[config.mk]
export PLATFORM = sky130hd
export DESIGN_NAME = dcn_ctrl
export DESIGN_NICKNAME = d
export VERILOG_FILES = /design/src/design/dcn_pkg.sv /design/src/design/dcn_ctrl.sv
export SDC_FILE = /design/constraint.sdc
export NUM_CORES = 1
export LEC_CHECK = 0
export ABC_AREA = 1
export ABC_CLOCK_PERIOD_IN_PS = 1800
export BUFFER_PORTS_ARGS = -buffer_cell sky130_fd_sc_hd__buf_4
export CORE_MARGIN = 4
export CORE_UTILIZATION = 37
export DETAILED_ROUTE_END_ITERATION = 8
export PLACE_DENSITY = 0.55
export SYNTH_ARGS = -nofsm -noshare
export SYNTH_HDL_FRONTEND = slang
export SYNTH_SLANG_ARGS = --single-unit
[constraint.sdc]
create_clock -name clk -period 1.8 [get_ports clk]
set_input_delay 0.45 -clock clk [delete_from_list [all_inputs] [get_ports clk]]
set_output_delay 0.45 -clock clk [all_outputs]
set_load 0.03 [all_outputs]
[src/design/dcn_pkg.sv]
package dcn_pkg;

	localparam int MAX_ITERATIONS = 50;
	localparam int SAMPLE_W = 24;
	localparam int IT_W = $clog2(MAX_ITERATIONS + 1);

	localparam int CFG_IDX_W = 3;
	localparam int CFG_DATA_W = 31;
	localparam int GC_W = 31;
	localparam int TOT_W = 31;
	localparam int IS_W = 20;
	localparam int IVT_W = 24;
	localparam int LVL_W = 16;
	localparam int THR_W = 20;

	localparam logic [CFG_IDX_W-1:0] REG_CAP_COND = 3'd0;
	localparam logic [CFG_IDX_W-1:0] REG_TOT_COND = 3'd1;
	localparam logic [CFG_IDX_W-1:0] REG_SAT_CUR = 3'd2;
	localparam logic [CFG_IDX_W-1:0] REG_INV_VT = 3'd3;
	localparam logic [CFG_IDX_W-1:0] REG_LEVEL = 3'd4;
	localparam logic [CFG_IDX_W-1:0] REG_THRESH = 3'd5;

	localparam logic [GC_W-1:0] GC_RST = 31'd96978000;
	localparam logic [TOT_W-1:0] TOT_RST = 31'd206900000;
	localparam logic [IS_W-1:0] IS_RST = 20'd2771;
	localparam logic [IVT_W-1:0] IVT_RST = 24'd1447000;
	localparam logic [LVL_W-1:0] LVL_RST = 16'd65535;
	localparam logic [THR_W-1:0] THR_RST = 20'd10995;

	localparam int DIV_NUM_W = 62;
	localparam int DIV_DEN_W = 43;
	localparam int CUR_W = 42;

	localparam logic [CUR_W-1:0] I_LIM = '1;
	localparam logic [41:0] ARG_MAX = 42'h200_0000_0000;
	localparam logic [30:0] LOG2E_Q30 = 31'd1549082005;
	localparam logic [29:0] LN2_Q30 = 30'd744261118;
	localparam logic [31:0] ONE_Q30 = 32'h4000_0000;

	typedef logic [4:0] op_t;

	localparam op_t OP_NOP = 5'd0;
	localparam op_t OP_LOAD = 5'd1;
	localparam op_t OP_SRC0 = 5'd2;
	localparam op_t OP_SRC1 = 5'd3;
	localparam op_t OP_GD = 5'd4;
	localparam op_t OP_HA = 5'd5;
	localparam op_t OP_HB = 5'd6;
	localparam op_t OP_HC = 5'd7;
	localparam op_t OP_HD = 5'd8;
	localparam op_t OP_HE = 5'd9;
	localparam op_t OP_HF = 5'd10;
	localparam op_t OP_HG = 5'd11;
	localparam op_t OP_HH = 5'd12;
	localparam op_t OP_HI = 5'd13;
	localparam op_t OP_HFIN = 5'd14;
	localparam op_t OP_RESA = 5'd15;
	localparam op_t OP_RES_INIT = 5'd16;
	localparam op_t OP_RES_TRIAL = 5'd17;
	localparam op_t OP_DER_SETUP = 5'd18;
	localparam op_t OP_DERA = 5'd19;
	localparam op_t OP_STEP = 5'd20;
	localparam op_t OP_FINA = 5'd21;
	localparam op_t OP_FINB = 5'd22;
	localparam op_t OP_FINC = 5'd23;
	localparam op_t OP_FINW = 5'd24;

	typedef struct packed {
		op_t  op;
		logic use_gd;
	} cmd_t;

	typedef struct packed {
		logic div_done;
		logic horner_last;
		logic fd_above;
		logic out_free;
	} sts_t;

	// Exact division of a 32-bit value by the Horner divisor k.
	function automatic logic [31:0] horner_recip(input logic [2:0] k);
		logic [31:0] r;
		case (k)
			3'd6: r = 32'hAAAA_AAAB;
			3'd5: r = 32'hCCCC_CCCD;
			3'd3: r = 32'hAAAA_AAAB;
			default: r = 32'd1;
		endcase
		return r;
	endfunction

	function automatic logic [5:0] horner_shift(input logic [2:0] k);
		logic [5:0] s;
		case (k)
			3'd6: s = 6'd34;
			3'd5: s = 6'd34;
			3'd4: s = 6'd2;
			3'd3: s = 6'd33;
			3'd2: s = 6'd1;
			default: s = 6'd0;
		endcase
		return s;
	endfunction

endpackage

[src/design/dcn_ctrl.sv]
module dcn_ctrl (
	input  logic          clk,
	input  logic          arst_n,
	input  logic          in_valid,
	output logic          in_stall,
	output dcn_pkg::cmd_t cmd,
	input  dcn_pkg::sts_t sts
);
	import dcn_pkg::*;

	localparam logic [4:0] ST_IDLE = 5'd0;
	localparam logic [4:0] ST_SRC0 = 5'd1;
	localparam logic [4:0] ST_SRC1 = 5'd2;
	localparam logic [4:0] ST_GD = 5'd3;
	localparam logic [4:0] ST_HA = 5'd4;
	localparam logic [4:0] ST_HB = 5'd5;
	localparam logic [4:0] ST_HC = 5'd6;
	localparam logic [4:0] ST_HD = 5'd7;
	localparam logic [4:0] ST_HE = 5'd8;
	localparam logic [4:0] ST_HF = 5'd9;
	localparam logic [4:0] ST_HG = 5'd10;
	localparam logic [4:0] ST_HH = 5'd11;
	localparam logic [4:0] ST_HI = 5'd12;
	localparam logic [4:0] ST_HW = 5'd13;
	localparam logic [4:0] ST_RESA = 5'd14;
	localparam logic [4:0] ST_RESB = 5'd15;
	localparam logic [4:0] ST_CHECK = 5'd16;
	localparam logic [4:0] ST_DERA = 5'd17;
	localparam logic [4:0] ST_DERW = 5'd18;
	localparam logic [4:0] ST_FINA = 5'd19;
	localparam logic [4:0] ST_FINB = 5'd20;
	localparam logic [4:0] ST_FINC = 5'd21;

	localparam logic [1:0] PUR_INIT = 2'd0;
	localparam logic [1:0] PUR_DER = 2'd1;
	localparam logic [1:0] PUR_TRIAL = 2'd2;

	logic [4:0]      state_q;
	logic [4:0]      state_next;
	logic [1:0]      pur_q;
	logic [1:0]      pur_next;
	logic [IT_W-1:0] it_q;
	logic [IT_W-1:0] it_next;

	assign in_stall = state_q != ST_IDLE;

	always_comb begin
		state_next = state_q;
		pur_next = pur_q;
		it_next = it_q;
		cmd.op = OP_NOP;
		cmd.use_gd = pur_q == PUR_DER;
		case (state_q)
			ST_IDLE: begin
				if (in_valid) begin
					cmd.op = OP_LOAD;
					it_next = '0;
					state_next = ST_SRC0;
				end
			end
			ST_SRC0: begin
				cmd.op = OP_SRC0;
				state_next = ST_SRC1;
			end
			ST_SRC1: begin
				cmd.op = OP_SRC1;
				state_next = ST_GD;
			end
			ST_GD: begin
				cmd.op = OP_GD;
				pur_next = PUR_INIT;
				state_next = ST_HA;
			end
			ST_HA: begin
				cmd.op = OP_HA;
				state_next = ST_HB;
			end
			ST_HB: begin
				cmd.op = OP_HB;
				state_next = ST_HC;
			end
			ST_HC: begin
				cmd.op = OP_HC;
				state_next = ST_HD;
			end
			ST_HD: begin
				cmd.op = OP_HD;
				state_next = ST_HE;
			end
			ST_HE: begin
				cmd.op = OP_HE;
				state_next = ST_HF;
			end
			ST_HF: begin
				cmd.op = OP_HF;
				state_next = ST_HG;
			end
			ST_HG: begin
				cmd.op = OP_HG;
				state_next = sts.horner_last ? ST_HH : ST_HE;
			end
			ST_HH: begin
				cmd.op = OP_HH;
				state_next = ST_HI;
			end
			ST_HI: begin
				cmd.op = OP_HI;
				state_next = ST_HW;
			end
			ST_HW: begin
				if (sts.div_done) begin
					cmd.op = OP_HFIN;
					state_next = (pur_q == PUR_DER) ? ST_DERA : ST_RESA;
				end
			end
			ST_RESA: begin
				cmd.op = OP_RESA;
				state_next = ST_RESB;
			end
			ST_RESB: begin
				if (pur_q == PUR_TRIAL) begin
					cmd.op = OP_RES_TRIAL;
					it_next = it_q + IT_W'(1);
				end else begin
					cmd.op = OP_RES_INIT;
				end
				state_next = ST_CHECK;
			end
			ST_CHECK: begin
				if ((it_q < IT_W'(MAX_ITERATIONS)) && sts.fd_above) begin
					cmd.op = OP_DER_SETUP;
					pur_next = PUR_DER;
					state_next = ST_HA;
				end else begin
					state_next = ST_FINA;
				end
			end
			ST_DERA: begin
				cmd.op = OP_DERA;
				state_next = ST_DERW;
			end
			ST_DERW: begin
				if (sts.div_done) begin
					cmd.op = OP_STEP;
					cmd.use_gd = 1'b0;
					pur_next = PUR_TRIAL;
					state_next = ST_HA;
				end
			end
			ST_FINA: begin
				cmd.op = OP_FINA;
				state_next = ST_FINB;
			end
			ST_FINB: begin
				cmd.op = OP_FINB;
				state_next = ST_FINC;
			end
			ST_FINC: begin
				if (sts.out_free) begin
					cmd.op = OP_FINC;
					state_next = ST_IDLE;
				end else begin
					cmd.op = OP_FINW;
				end
			end
			default: begin
				state_next = ST_IDLE;
			end
		endcase
	end

	always_ff @(posedge clk or negedge arst_n) begin
		if (!arst_n) begin
			state_q <= ST_IDLE;
			pur_q <= PUR_INIT;
			it_q <= '0;
		end else begin
			state_q <= state_next;
			pur_q <= pur_next;
			it_q <= it_next;
		end
	end

endmodule

# Yosys cells after proc, flatten, opt, wreduce, memory -nomap -nowiden
# Index checks and enable logic that the tools add are counted.
[classes] n_addsub=1 multipliers=0 div_mod_pow=0 magnitude_cmp=1 eq_ne=29 shift=0 n_mux=22 n_bitwise=0 n_reduce_logical=8
[ops] operator="$pmux 5 s22" count=2
[ops] operator="$eq 5x4->1 const B" count=8
[ops] operator="$mux 5" count=7
[ops] operator="$eq 5x5->1 const B" count=6
[ops] operator="$eq 5x3->1 const B" count=4
[ops] operator="$mux 6" count=3
[ops] operator="$ne 2x2->1 const B" count=6
[ops] operator="$pmux 6 s2" count=1
[ops] operator="$eq 5x2->1 const B" count=2
[ops] operator="$mux 4" count=2
[ops] operator="$add 6x1->6 const B" count=1
[ops] operator="$lt 6x6->1 const B" count=1
[ops] operator="$mux 2" count=3
[ops] operator="$pmux 2 s3" count=1
[ops] operator="$reduce_and 3->1" count=2
[ops] operator="$eq 5x1->1 const B" count=1
[ops] operator="$logic_not 5->1" count=1
[ops] operator="$reduce_bool 5->1" count=1
[ops] operator="$reduce_and 4->1" count=1
[ops] operator="$mux 1" count=3
[ops] operator="$reduce_bool 3->1" count=1
[ops] operator="$eq 2x1->1 const B" count=1
[ops] operator="$eq 2x2->1 const B" count=1
[ops] operator="$reduce_bool 2->1" count=1
[ops] operator="$logic_and 1x1->1" count=1
[word_totals] regBits=13 latchBits=0 ramBits=0 romBits=0 in_bits=7 output_inout_bits=7 elab_cells=64 mem_count=0

# Longest topological paths before layout
[logic_depth] ltp_word=4 mapped_depth=12 depth_no_buf=11

# Least setup slack after synthesis
# OpenSTA, ideal clock, no wires.
[synth_timing] path_type="reg-to-output" startpoint="reg state_q[1]" endpoint="out cmd[3] (netlist bit)" arrival_time_ps=1367 t_required_ps=1350 path_slack_ps=-17 path_stages_with_launch=11 n_path_buf=1 cell_sequence="dfrtp_1 > buf_2 > inv_2 > nand2_1 > nor2_1 > nand2_2 > inv_1 > nand2_1 > o21ai_0 > inv_1 > nand4_1"
[synth_lines] item="from (decl)" line_no="dcn_ctrl.sv:38" source="logic [4:0] state_q;"
[synth_lines] item="from (signal assigned)" line_no="dcn_ctrl.sv:178" source="state_q <= state_next;"
[synth_lines] item="to (decl)" line_no="dcn_ctrl.sv:6" source="output dcn_pkg::cmd_t cmd,"

==> results.cfg <==
[route]
first_pass_iters = 4
drc = 0
vias_per_cell = 4.94
ant_nets = 0
vias = 1503
finalWirelength_um = 3960
wl_per_cell_um = 13.0
drt_iter0_drc = 92

[global_routing]
grt_pass1_vias = 1449
overflow = 0
grt_max_degree = 14
antenna_found_initial = 0
track_usage_pct = 19.5
grt_pass1_wl_um = 6540

[sta]
final-hold-violation-count = 0
slew_violations = 0
fmax_mhz = 470
max-slew-margin-rel_pct = 83.2
setup_viol = 7
finalSetupTns_ns = -1.91
grt_setup_unrepaired = yes
min_period_over_period_pct = 118
tightest_slew_ns = 0.251
fin_crit_ns = 2.13
final.setup_skew_ns = 0.00388
layout_setup_ws_ns = -0.328

[setup_path]
cp.required_ns = 1.35
reg2regPathDepth = 10
ff2ff_setup_slack_ns = 0.17
arrival_ns = 1.68
critPathLaunch = state_q[4]
worstSetupEndpointType = primary output
setup.worst_path.start_class = register
crit_path_max_fanout = 4
r2r_start = state_q[4]
worstSetupPathType = reg -> out

[floorplanning]
core-area_um2 = 3130
pin_count = 14
fp.dieW_um = 65.8
start_util_pct = 39.5
die_y_um = 65.8
fp.dieArea_um2 = 4330
num_rows = 20

[yosys]
synth.cell_area_um2 = 1240
synth_edf_count = 0
ys_ff_latch = 13
yosysSeqAreaShare_pct = 26.3
synth.area.top_cells = dfrtp_1 (26%), nand2_1 (16%), nor2_1 (13%)
synth_top_family_by_area = simple AND/OR/NAND/NOR gates
synth_common_cells = nand2_1 (53), nor2_1 (42), nand3_1 (23), inv_1 (20), dfrtp_1 (13)
synth_top_area_share_pct = 26.3
synth_fa_ha_area_share_pct = 1.01
synth_most_common_cell = nand2_1
synth_compound_area_share_pct = 5.16
postSynthCellCount = 204
ys.flop_type = dfrtp_1
yosys_warnings = 0
synth.area.mux_share_pct = 0
yosysTopAreaCell = dfrtp_1
syn_avg_cell_area_um2 = 6.06
synth_cell_types = 26
synthSimpleGateAreaFrac_pct = 56.2
synthArstFlopShare_pct = 100
synth_xor_area_share_pct = 2.13
syn-num-nets = 212

[flow_run]
cap_viol_max_count = 0

[cells_and_area]
post-route-cell-area_um2 = 1940
area_growth_syn_to_layout_pct = 56.8
drive_above_1_share_pct = 45.4
fin_cells = 304
num_antenna_cells = 0
final_nets = 269

[placement]
dpl_cell_area_um2 = 1620
gp_congestion = 0.948
port_buffers = 13
place_inst = 290
dpl.hpwl_um = 3100

[clock_tree]
path_clk_slew_ns = 0.08
cts.sink_count = 13
ctsLongestPathBuffers = 2
htree_levels = 1
cts_made_buffers = 3
clk_latency_ns = 0.28
cts_tree = done
root_buffer = clkbuf_4

[pwr]
pwr-share-seq_pct = 16.0
swShare_pct = 50.5
powerDensity_nw_per_um2 = 1540
p_clk_share_pct = 6.4
intPower_mw = 1.48
vdd_drop_max_uv = 1100
power.net_switching_mw = 1.51
pwr-share-comb_pct = 77.6
power.leakage_nw = 1.04

[status]
violations = negative setup slack
status = finished, violations left

[worst_hold_path]
hold_path_class = reg -> reg
hold_path_startpoint = pur_q[0]
holdPathStages = 2
## cells by family after synthesis
family	after synthesis
AO/OA/AOI/OAI	11
XOR/XNOR	3
adder cells (fa/ha/maj)	1
buffers and inverters	29
flip-flops	13
AND/OR/NAND/NOR	147
## placed cells by master, fill, tap and decap left out
master	count
nor2_2	9
nand2_2	12
nor3_1	1
and2_0	1
dfrtp_1	8
clkbuf_1	1
dlygate4sd3_1	1
o211ai_1	1
a21oi_1	1
buf_4	43
nand2_1	45
o21ai_1	3
nor2_4	9
nor3_4	2
nand2_4	2
nand3_2	7
nand4_1	3
inv_1	18
nor2_1	31
buf_12	2
nand3b_1	2
nor3_2	5
buf_6	8
xor2_1	3
inv_4	2
a21o_1	1
dfrtp_2	5
inv_2	7
o2111ai_1	1
ha_1	1
nand3_4	2
o21ai_0	4
nand3_1	16
clkbuf_4	3
## power by group through the flow
stage / clock (mW) / sequential [mW] / combinational (mW)
finish: 0.191 / 0.477 / 2.32
global route: 0.212 / 0.486 / 2.49
CTS: 0.198 / 0.469 / 2.01
detailed placement: 0 / 0.463 / 1.72
global placement: 0 / 0.458 / 1.72
floorplan: 0 / 0.433 / 1.08
## critical path, cell delays in order (launching register included)
cell     delay, ns
dfrtp_2       0.46
inv_2         0.14
nand3_1       0.20
buf_4         0.19
nor2_1        0.12
nor3_2        0.05
nand4_1       0.10
buf_6         0.14
## cell type report
cell class | count | area (um^2)
fill | 301 | 1190
timing repair buffer | 54 | 463
inverter | 27 | 106
sequential | 13 | 332
tap | 44 | 55.1
clock buffer | 4 | 26.3
multi-input combinational | 162 | 956
## layer usage
metal / global-route usage (%) / share of wire (%) / vias up
met5: 0 / 0 / -
met3: 3.57 / 3.8 / 2
met1: 27.4 / 48 / 701
li1: - / - / 765
met2: 32.2 / 48 / 35
met4: 1.81 / 0.40 / 0
## what timing repair did
| item | CTS | global route |
|---|---|---|
| hold buffers | 1 | 0 |
| buffers inserted | 4 | 5 |
| hold endpoints to repair | 7 | 0 |
| endpoints found under the setup margin | 7 | 7 |
| cloned | 0 | 0 |
| resized for setup | 31 | 24 |
| pin swaps | 7 | 6 |
## state kept, by name (all words and copies together) (netlist names)
signal   cells
it_q         6
pur_q        2
state_q      5
## metrics by stage
stage	hold WS, ns	setup WS [ns]	power (mW)	utilization (%)
after floorplan	0.154	-0.00929	1.51	-
after global placement	0.310	-0.118	2.18	51.7
after detailed placement	0.311	-0.126	2.18	51.7
after CTS	0.467	-0.306	2.68	57.2
after global routing	0.474	-0.456	3.19	62.0
final	0.475	-0.328	2.98	62.0
## worst paths after layout
check / endpoint
min in group asynchronous: it_q[2]
worst min-delay path: pur_q[0]
worst max register to register: state_q[1]
max in group asynchronous: state_q[4]
worst min register to register: pur_q[0]
worst max-delay path: cmd[3]
No activity file was read; power rests on OpenSTA's default activity.
